--- config.mk ---
export PLATFORM = sky130hd
export DESIGN_NAME = nmea_qzss_message_framer
export DESIGN_NICKNAME = d
export VERILOG_FILES = /design/src/nqf_pkg.sv /design/src/nqf_front.sv /design/src/nqf_queue.sv /design/src/nqf_back.sv /design/src/nmea_qzss_message_framer.sv
export SDC_FILE = /design/constraint.sdc
export NUM_CORES = 1
export LEC_CHECK = 0
export BUFFER_PORTS_ARGS = -buffer_cell sky130_fd_sc_hd__buf_2
export CELL_PAD_IN_SITES_DETAIL_PLACEMENT = 2
export CELL_PAD_IN_SITES_GLOBAL_PLACEMENT = 2
export CORE_MARGIN = 5
export CORE_UTILIZATION = 35
export CTS_CLUSTER_DIAMETER = 80
export DETAILED_ROUTE_END_ITERATION = 8
export PLACE_DENSITY = 0.71
export SLEW_MARGIN = 20
export SYNTH_ARGS = -nofsm -noshare
export SYNTH_HDL_FRONTEND = slang
export SYNTH_SLANG_ARGS = --single-unit
export TNS_END_PERCENT = 100
--- constraint.sdc ---
create_clock -name clk -period 4.8 [get_ports clk]
set_input_delay 0.24 -clock clk [delete_from_list [all_inputs] [get_ports clk]]
set_output_delay 0.24 -clock clk [all_outputs]
set_load 0.01 [all_outputs]
--- src/nqf_pkg.sv ---
// Shared types, codes and character helpers for the QZQSM sentence framer.
// No dependencies; imported by every module but the port checker.
package nqf_pkg;

	typedef enum logic [1:0] {
		PH_WAIT,
		PH_COLLECT,
		PH_CSUM1,
		PH_CSUM2
	} phase_t;

	typedef enum logic [3:0] {
		ST_P0,
		ST_P1,
		ST_P2,
		ST_P3,
		ST_P4,
		ST_P5,
		ST_SAT,
		ST_HEX,
		ST_DONE,
		ST_FAIL
	} stage_t;

	localparam logic [7:0] CH_DOLLAR = 8'h24;
	localparam logic [7:0] CH_STAR   = 8'h2A;
	localparam logic [7:0] CH_CR     = 8'h0D;
	localparam logic [7:0] CH_LF     = 8'h0A;
	localparam logic [7:0] CH_COMMA  = 8'h2C;
	localparam logic [7:0] CH_NUL    = 8'h00;
	localparam logic [7:0] CH_ZERO   = 8'h30;
	localparam logic [7:0] CH_NINE   = 8'h39;

	localparam logic [7:0] SAT_LO    = 8'd55;
	localparam logic [7:0] SAT_HI    = 8'd63;
	localparam logic [6:0] HEX_MIN   = 7'd63;
	localparam logic [6:0] HEX_MAX   = 7'd64;
	localparam int         NBYTES    = 32;
	localparam int         BIDX_W    = 5;

	// decoded frame handed from front to back
	typedef struct packed {
		logic [7:0] sat;
		logic       bank;
	} job_t;

	// nibble store write port
	typedef struct packed {
		logic       en;
		logic       bank;
		logic [5:0] idx;
		logic [3:0] data;
	} nib_wr_t;

	// {bad, value}
	function automatic logic [4:0] hex_decode(input logic [7:0] c);
		logic [4:0] r;
		r = 5'h10;
		if (c >= 8'h30 && c <= 8'h39) r = {1'b0, 4'(c - 8'h30)};
		else if (c >= 8'h41 && c <= 8'h46) r = {1'b0, 4'(c - 8'h37)};
		else if (c >= 8'h61 && c <= 8'h66) r = {1'b0, 4'(c - 8'h57)};
		return r;
	endfunction

	function automatic logic [7:0] prefix_char(input stage_t s);
		logic [7:0] r;
		case (s)
			ST_P0:   r = 8'h51; // Q
			ST_P1:   r = 8'h5A; // Z
			ST_P2:   r = 8'h51; // Q
			ST_P3:   r = 8'h53; // S
			ST_P4:   r = 8'h4D; // M
			ST_P5:   r = 8'h2C; // ,
			default: r = 8'h00;
		endcase
		return r;
	endfunction

endpackage

--- src/nqf_front.sv ---
// Front end: takes characters, tracks checksum and parses the sentence body.
// Writes hex nibbles into the back end's store and pushes a job per good frame.
// Depends on nqf_pkg.
module nqf_front import nqf_pkg::*; #(
	parameter int BUF_SIZE = 128
) (
	input  logic       clk,
	input  logic       arst_n,
	input  logic       in_valid,
	output logic       in_ready,
	input  logic [7:0] in_char,
	input  logic       q_full,
	output logic       push,
	output job_t       push_job,
	output nib_wr_t    nib_wr
);

	localparam int CW = $clog2(BUF_SIZE);

	phase_t       phase_q, phase_d;
	logic [CW-1:0] cnt_q, cnt_d;
	logic [7:0]   xor_q, xor_d;
	logic [3:0]   csh_q, csh_d;
	stage_t       stage_q, stage_d;
	logic [7:0]   sat_q, sat_d;
	logic         seen_q, seen_d;
	logic [6:0]   hcnt_q, hcnt_d;
	logic         ended_q, ended_d;
	logic         wbank_q;

	logic        acc;
	logic [4:0]  hx;
	logic        hbad;
	logic        is_start, is_eol, body_ok;
	logic [11:0] sat_mul;
	logic        frame_ok;

	assign in_ready = !q_full;
	assign acc      = in_valid && in_ready;
	assign hx       = hex_decode(in_char);
	assign hbad     = hx[4];
	assign is_start = (in_char == CH_DOLLAR);
	assign is_eol   = (in_char == CH_CR) || (in_char == CH_LF);
	assign body_ok  = (cnt_q < CW'(BUF_SIZE - 1));
	assign sat_mul  = {1'b0, sat_q, 3'b000} + {3'b000, sat_q, 1'b0}
		+ {8'h00, 4'(in_char - CH_ZERO)};

	assign frame_ok = (phase_q == PH_CSUM2) && !hbad && ({csh_q, hx[3:0]} == xor_q)
		&& (stage_q == ST_HEX || stage_q == ST_DONE)
		&& (hcnt_q == HEX_MIN || hcnt_q == HEX_MAX);

	// next phase
	always_comb begin
		phase_d = phase_q;
		if (acc) begin
			if (is_start) begin
				phase_d = PH_COLLECT;
			end else begin
				case (phase_q)
					PH_COLLECT: begin
						if (in_char == CH_STAR) phase_d = PH_CSUM1;
						else if (is_eol) phase_d = PH_WAIT;
					end
					PH_CSUM1: phase_d = hbad ? PH_WAIT : PH_CSUM2;
					PH_CSUM2: phase_d = PH_WAIT;
					default:  phase_d = PH_WAIT;
				endcase
			end
		end
	end

	// datapath and parser
	always_comb begin
		cnt_d   = cnt_q;
		xor_d   = xor_q;
		csh_d   = csh_q;
		stage_d = stage_q;
		sat_d   = sat_q;
		seen_d  = seen_q;
		hcnt_d  = hcnt_q;
		ended_d = ended_q;
		nib_wr  = '{en: 1'b0, bank: wbank_q, idx: hcnt_q[5:0], data: hx[3:0]};
		push    = 1'b0;
		push_job.bank = wbank_q;
		push_job.sat  = (sat_q >= SAT_LO && sat_q <= SAT_HI) ? (sat_q | 8'h80) : sat_q;
		if (acc) begin
			if (is_start) begin
				cnt_d   = '0;
				xor_d   = '0;
				stage_d = ST_P0;
				sat_d   = '0;
				seen_d  = 1'b0;
				hcnt_d  = '0;
				ended_d = 1'b0;
			end else begin
				case (phase_q)
					PH_COLLECT: begin
						if (in_char == CH_STAR) begin
						end else if (is_eol) begin
							cnt_d = '0;
							xor_d = '0;
							csh_d = '0;
						end else if (body_ok) begin
							xor_d = xor_q ^ in_char;
							cnt_d = cnt_q + 1'b1;
							if (!ended_q) begin
								if (in_char == CH_NUL) begin
									ended_d = 1'b1;
									if (stage_q == ST_HEX) stage_d = ST_DONE;
									else if (stage_q != ST_DONE) stage_d = ST_FAIL;
								end else if (stage_q inside {[ST_P0:ST_P5]}) begin
									if (in_char == prefix_char(stage_q))
										stage_d = stage_t'(stage_q + 4'd1);
									else
										stage_d = ST_FAIL;
								end else if (stage_q == ST_SAT) begin
									if (in_char >= CH_ZERO && in_char <= CH_NINE) begin
										seen_d = 1'b1;
										if (sat_mul > 12'd255) stage_d = ST_FAIL;
										else sat_d = sat_mul[7:0];
									end else if (in_char == CH_COMMA && seen_q) begin
										stage_d = ST_HEX;
									end else begin
										stage_d = ST_FAIL;
									end
								end else if (stage_q == ST_HEX) begin
									if (hbad) begin
										stage_d = ST_DONE;
									end else if (hcnt_q >= HEX_MAX) begin
										stage_d = ST_FAIL;
									end else begin
										nib_wr.en = 1'b1;
										hcnt_d    = hcnt_q + 1'b1;
									end
								end
							end
						end
					end
					PH_CSUM1: begin
						if (hbad) begin
							cnt_d = '0;
							xor_d = '0;
							csh_d = '0;
						end else begin
							csh_d = hx[3:0];
						end
					end
					PH_CSUM2: begin
						if (hbad) begin
							cnt_d = '0;
							xor_d = '0;
							csh_d = '0;
						end
						push = frame_ok;
					end
					default: begin
					end
				endcase
			end
		end
	end

	always_ff @(posedge clk or negedge arst_n) begin
		if (!arst_n) begin
			phase_q <= PH_WAIT;
			cnt_q   <= '0;
			xor_q   <= '0;
			csh_q   <= '0;
			stage_q <= ST_P0;
			sat_q   <= '0;
			seen_q  <= 1'b0;
			hcnt_q  <= '0;
			ended_q <= 1'b0;
			wbank_q <= 1'b0;
		end else begin
			phase_q <= phase_d;
			cnt_q   <= cnt_d;
			xor_q   <= xor_d;
			csh_q   <= csh_d;
			stage_q <= stage_d;
			sat_q   <= sat_d;
			seen_q  <= seen_d;
			hcnt_q  <= hcnt_d;
			ended_q <= ended_d;
			if (push) wbank_q <= !wbank_q;
		end
	end

endmodule

--- src/nqf_queue.sv ---
// Two-entry job queue between front and back ends.
// Depends on nqf_pkg.
module nqf_queue import nqf_pkg::*; (
	input  logic clk,
	input  logic arst_n,
	input  logic push,
	input  job_t push_job,
	input  logic pop,
	output logic full,
	output logic empty,
	output job_t head
);

	job_t       mem_q [2];
	logic       wp_q, rp_q;
	logic [1:0] cnt_q;

	assign full  = (cnt_q == 2'd2);
	assign empty = (cnt_q == 2'd0);
	assign head  = mem_q[rp_q];

	always_ff @(posedge clk) begin
		if (push) mem_q[wp_q] <= push_job;
	end

	always_ff @(posedge clk or negedge arst_n) begin
		if (!arst_n) begin
			wp_q  <= 1'b0;
			rp_q  <= 1'b0;
			cnt_q <= '0;
		end else begin
			if (push) wp_q <= !wp_q;
			if (pop) rp_q <= !rp_q;
			cnt_q <= cnt_q + {1'b0, push} - {1'b0, pop};
		end
	end

endmodule

--- src/nqf_back.sv ---
// Back end (needs nqf_pkg): double-banked nibble store, 32-byte payload
// emitter, one byte per cycle unless stalled, behind an output register.
module nqf_back import nqf_pkg::*; (
	input  logic        clk,
	input  logic        arst_n,
	input  nib_wr_t     nib_wr,
	input  logic        job_valid,
	input  job_t        job,
	output logic        pop,
	output logic        out_valid,
	input  logic        out_ready,
	output logic [7:0]  out_byte,
	output logic [BIDX_W-1:0] out_index,
	output logic [7:0]  out_sat,
	output logic        out_last
);

	localparam logic [BIDX_W-1:0] LAST_IDX = BIDX_W'(NBYTES - 1);

	logic [3:0] mem_hi [64];
	logic [3:0] mem_lo [64];

	logic [BIDX_W-1:0] idx_q;
	logic              valid_s1;
	logic [BIDX_W-1:0] idx_s1;
	logic [7:0]        sat_s1;
	logic [3:0]        hi_s1, lo_s1;
	logic              adv_s1, issue;

	assign adv_s1 = valid_s1 && (!out_valid || out_ready);
	assign issue  = job_valid && (!valid_s1 || adv_s1);
	assign pop    = issue && (idx_q == LAST_IDX);

	always_ff @(posedge clk) begin
		if (nib_wr.en && !nib_wr.idx[0]) mem_hi[{nib_wr.bank, nib_wr.idx[5:1]}] <= nib_wr.data;
		if (nib_wr.en && nib_wr.idx[0])  mem_lo[{nib_wr.bank, nib_wr.idx[5:1]}] <= nib_wr.data;
		if (issue) begin
			hi_s1  <= mem_hi[{job.bank, idx_q}];
			lo_s1  <= mem_lo[{job.bank, idx_q}];
			idx_s1 <= idx_q;
			sat_s1 <= job.sat;
		end
		if (adv_s1) begin
			out_byte  <= {hi_s1, (idx_s1 == LAST_IDX) ? 4'h0 : lo_s1};
			out_index <= idx_s1;
			out_sat   <= sat_s1;
			out_last  <= (idx_s1 == LAST_IDX);
		end
	end

	always_ff @(posedge clk or negedge arst_n) begin
		if (!arst_n) begin
			idx_q     <= '0;
			valid_s1  <= 1'b0;
			out_valid <= 1'b0;
		end else begin
			if (issue) idx_q <= idx_q + 1'b1;
			if (issue) valid_s1 <= 1'b1;
			else if (adv_s1) valid_s1 <= 1'b0;
			if (adv_s1) out_valid <= 1'b1;
			else if (out_ready) out_valid <= 1'b0;
		end
	end

endmodule

--- src/nmea_qzss_message_framer.sv ---
// Top level of the QZQSM sentence framer: front parser, job queue, payload emitter.
// Depends on nqf_pkg, nqf_front, nqf_queue, nqf_back.
//
// One character is taken per clock while the job queue is not full. A sentence
// that passes its checksum and reads as QZQSM,<sat>,<63 or 64 hex digits> yields
// 32 payload items, one per clock while m_axis_tready is high. The nibble store
// has two banks, so one frame can be emitted while the next is parsed; input is
// held off (s_axis_tready low) only while two decoded frames are still waiting
// to be read out of the store.
module nmea_qzss_message_framer import nqf_pkg::*; #(
	parameter int BUF_SIZE = 128
) (
	input  logic        clk,
	input  logic        arst_n,
	input  logic        s_axis_tvalid,
	output logic        s_axis_tready,
	input  logic [7:0]  s_axis_tdata,  // [7:0] in_char
	output logic        m_axis_tvalid,
	input  logic        m_axis_tready,
	output logic [23:0] m_axis_tdata,  // [7:0] payload_byte, [12:8] byte_index,
	                                   // [20:13] sat_id, [23:21] zero
	output logic        m_axis_tlast   // last_byte
);

	logic    q_full, q_empty, push, pop;
	job_t    push_job, head;
	nib_wr_t nib_wr;
	logic [7:0]        out_byte, out_sat;
	logic [BIDX_W-1:0] out_index;

	nqf_front #(.BUF_SIZE(BUF_SIZE)) u_front (
		.clk      (clk),
		.arst_n   (arst_n),
		.in_valid (s_axis_tvalid),
		.in_ready (s_axis_tready),
		.in_char  (s_axis_tdata),
		.q_full   (q_full),
		.push     (push),
		.push_job (push_job),
		.nib_wr   (nib_wr)
	);

	nqf_queue u_queue (
		.clk      (clk),
		.arst_n   (arst_n),
		.push     (push),
		.push_job (push_job),
		.pop      (pop),
		.full     (q_full),
		.empty    (q_empty),
		.head     (head)
	);

	nqf_back u_back (
		.clk       (clk),
		.arst_n    (arst_n),
		.nib_wr    (nib_wr),
		.job_valid (!q_empty),
		.job       (head),
		.pop       (pop),
		.out_valid (m_axis_tvalid),
		.out_ready (m_axis_tready),
		.out_byte  (out_byte),
		.out_index (out_index),
		.out_sat   (out_sat),
		.out_last  (m_axis_tlast)
	);

	assign m_axis_tdata = {3'b000, out_sat, out_index, out_byte};

endmodule

==> qor.yml <==
place:
  dpl.hpwl_um: 45930
  dpl.cell_count: 2417
  dpl_cell_area_sq_um: 27540
  gp_congestion: 0.7860
  portBuffers: 35
timing:
  worst_pin_slew_ns: 1.161
  final_hold_viol_count: 0
  slew_headroom_pct: 22.45
  rsz0062_at_grt: "no"
  hold_slack_ns: 0.04191
  post-route-period-util_pct: 83.45
  fmax_mhz: 249.7
  tns_ns: 0
  clock_skew_ns: 0.02606
  final-setup-viol-count: 0
  period_minus_slack_ns: 4.005
  slew_viol_final: 0
clock_tree:
  clk_pin_slew_ns: 0.06
  numCtsBuffers: 70
  clock-root-buffer: "clkbuf_16"
  clk_latency_ns: 0.62
  h-tree-depth: 3
  cts.sinks: 627
  clk_path_buf_depth: 3
  cts_repair_resize_count: 0
  cts_tree: "built"
  hold_buffers: 4
  post-cts-setup-buffers: 0
run_status:
  status: "complete, no violations"
die:
  start_util_pct: 35.18
  num_rows: 100
  core_sq_um: 74320
  die_x_um: 283.3
  ioPinCount: 39
  die_h_um: 283.3
  die_area_sq_um: 80270
global_routing:
  grt.overflow.total: 0
  grt_pass1_wl_um: 106300
  grtUsageTotal_pct: 17.51
  grt_max_degree: 130
  grt_pass1_vias: 15490
  antenna_found_initial: 2
power_and_ir_drop:
  peakVddDrop_mv: 0.3060
  pwr-share-comb_pct: 16.9
  power_leakage_nw: 8.429
  power_density_nw_per_um2: 483.2
  p_seq_share_pct: 46.9
  switching_share_pct: 27.79
  internal-power_w: 0.01039
  clock_power_share_pct: 36.1
  p_sw_w: 0.003997
detailed_routing:
  top_layer: "met5"
  detail_route.iter0.violations: 1061
  wl_um: 70480
  drt-vias-per-instance: 5.435
  met1_length_um: 28870
  ant_nets: 0
  wl_met2_um: 36500
  wl_met3_um: 3154
  num_vias: 13840
  avgRoutedWirePerCell_um: 27.67
  drc_errors: 0
  first_pass_iters: 5
final_layout:
  multi_input_area_sq_um: 7217
  fin_area_sq_um: 29770
  fillers: 7126
  fin_cells: 2547
  regArea_sq_um: 18570
  layout-drive-gt1-share_pct: 23.46
  syn_to_final_growth_pct: 13.86
  postLayoutCoreUtil_pct: 40.06
  nNetsFinal: 1574
logic_synthesis:
  avgSynthCellArea_sq_um: 17.86
  ys_async_sr_fraction_pct: 8.612
  synth_commonest_cells: "573 x edfxtp_1, 168 x mux4_2, 164 x nor2_1, 62 x nand2_1, 54 x dfrtp_1"
  yosysTopAreaCellShare_pct: 65.81
  synth_edf_count: 573
  synth_area_leaders: "edfxtp_1 66%, mux4_2 14%, dfrtp_1 5.2%, nor2_1 2.4%, ha_1 1.7%"
  synth_most_common_cell: "edfxtp_1"
  synth-seq-cells: 627
  yosysSeqAreaShare_pct: 70.97
  synth_flop_cell: "edfxtp_1"
  synth_area_sq_um: 26150
  synth_cell_types: 77
  yosys_warnings: 0
  synth_top_area_cell: "edfxtp_1"
  syn_inst: 1464
setup_path:
  cp-end-kind: "flop"
  crit_required_ns: 5.04
  reg2reg_depth: 9
  critPathLaunchType: "flop"
  path_max_fanout: 9
  crit_arrival_ns: 4.25
  critical_path_class: "flop to flop"
hold_path:
  holdPathStages: 3
  hp-class: "primary input to flop"
flow_run:
  cap_violations: 0
==> power groups by stage <==
stage               Combinational, W  Clock (W)  Sequential [W]
finish                       0.00244    0.00519         0.00675
global route                 0.00261    0.00557         0.00681
CTS                          0.00249    0.00532         0.00678
detailed placement           0.00246          0         0.00688
global placement             0.00238          0         0.00685
floorplan                    0.00198          0         0.00648
==> worst paths after layout <==
path / slack [ns] / to / startpoint
worst max register to register: 0.79 / u_back.mem_hi[14][1] / u_front.stage_q[1]
min in group asynchronous: 0.36 / u_front.cnt_q[5] / arst_n
worst min-delay path: 0.04 / u_front.xor_q[4] / s_axis_tdata[4]
worst max-delay path: 0.79 / u_back.mem_hi[14][1] / u_front.stage_q[1]
max in group asynchronous: 3.78 / u_back.idx_q[1] / arst_n
worst min register to register: 0.42 / u_back.out_byte[7] / u_back.hi_s1[3]
==> sequential cells by signal, indices dropped and copies added (netlist names), 5 cells and up <==
| signal | cells |
|---|---|
| u_back.out_sat | 8 |
| u_back.out_byte | 8 |
| u_front.xor_q | 8 |
| u_front.cnt_q | 7 |
| u_back.mem_hi | 256 |
| u_back.out_index | 5 |
| u_front.sat_q | 8 |
| u_back.sat_s1 | 8 |
| u_queue.mem_q | 18 |
| u_front.hcnt_q | 7 |
| u_back.idx_q | 5 |
| u_back.idx_s1 | 5 |
| u_back.mem_lo | 256 |
==> cells by family (layout without fill, tap and decap cells) <==
kind of cell	after synthesis	in the layout	synth area share (%)
flops	627	627	70.97
simple gates	352	352	6.417
mux	180	180	14.98
compound gates	133	133	3.283
buf+inv	112	223	1.699
fa+ha+maj	38	38	1.876
xor+xnor	21	21	0.7608
other cells	1	4	0.01434
==> metrics by stage <==
step	power [W]	setup WS, ns
final	0.01438	0.7946
after global routing	0.01498	0.5892
after CTS	0.01458	0.7711
after detailed placement	0.009347	0.6736
after global placement	0.009233	0.8394
after floorplan	0.008464	0.05631
==> critical path, cell delays in order, from the launching register on <==
cell	delay (ns)
dfrtp_1	0.42
inv_1	0.13
ha_1	0.31
nor2_1	0.36
a31oi_1	0.19
or2_2	0.35
or3_4	0.40
or4_1	0.56
or2_1	0.44
nor2_1	0.48
==> layout by cell type, fill, tap and decap left out, types with 21 or more instances in the layout <==
master and count:
mux4_2 168, nand2_1 62, o21ai_0 45, ha_1 36, buf_4 21, dfrtp_1 50, inv_1 34, edfxtp_1 573
nor2_1 162, clkbuf_16 72, buf_2 35
==> final cells by class <==
cell class	instances	area share, %
antenna	1	0.008405
clock buffer	89	6.401
clock inverter	36	0.9582
inverter	34	0.4287
multi-input combinational	727	24.24
sequential	627	62.37
tap	969	4.072
timing repair buffer	64	1.521
==> layer usage <==
metal	up-vias	GRT usage, %
li1	5928	-
met5	-	0
met4	2	5.669
met3	117	3.111
met1	7461	22.24
met2	334	30.63
Power figures use the tool's default switching activity.
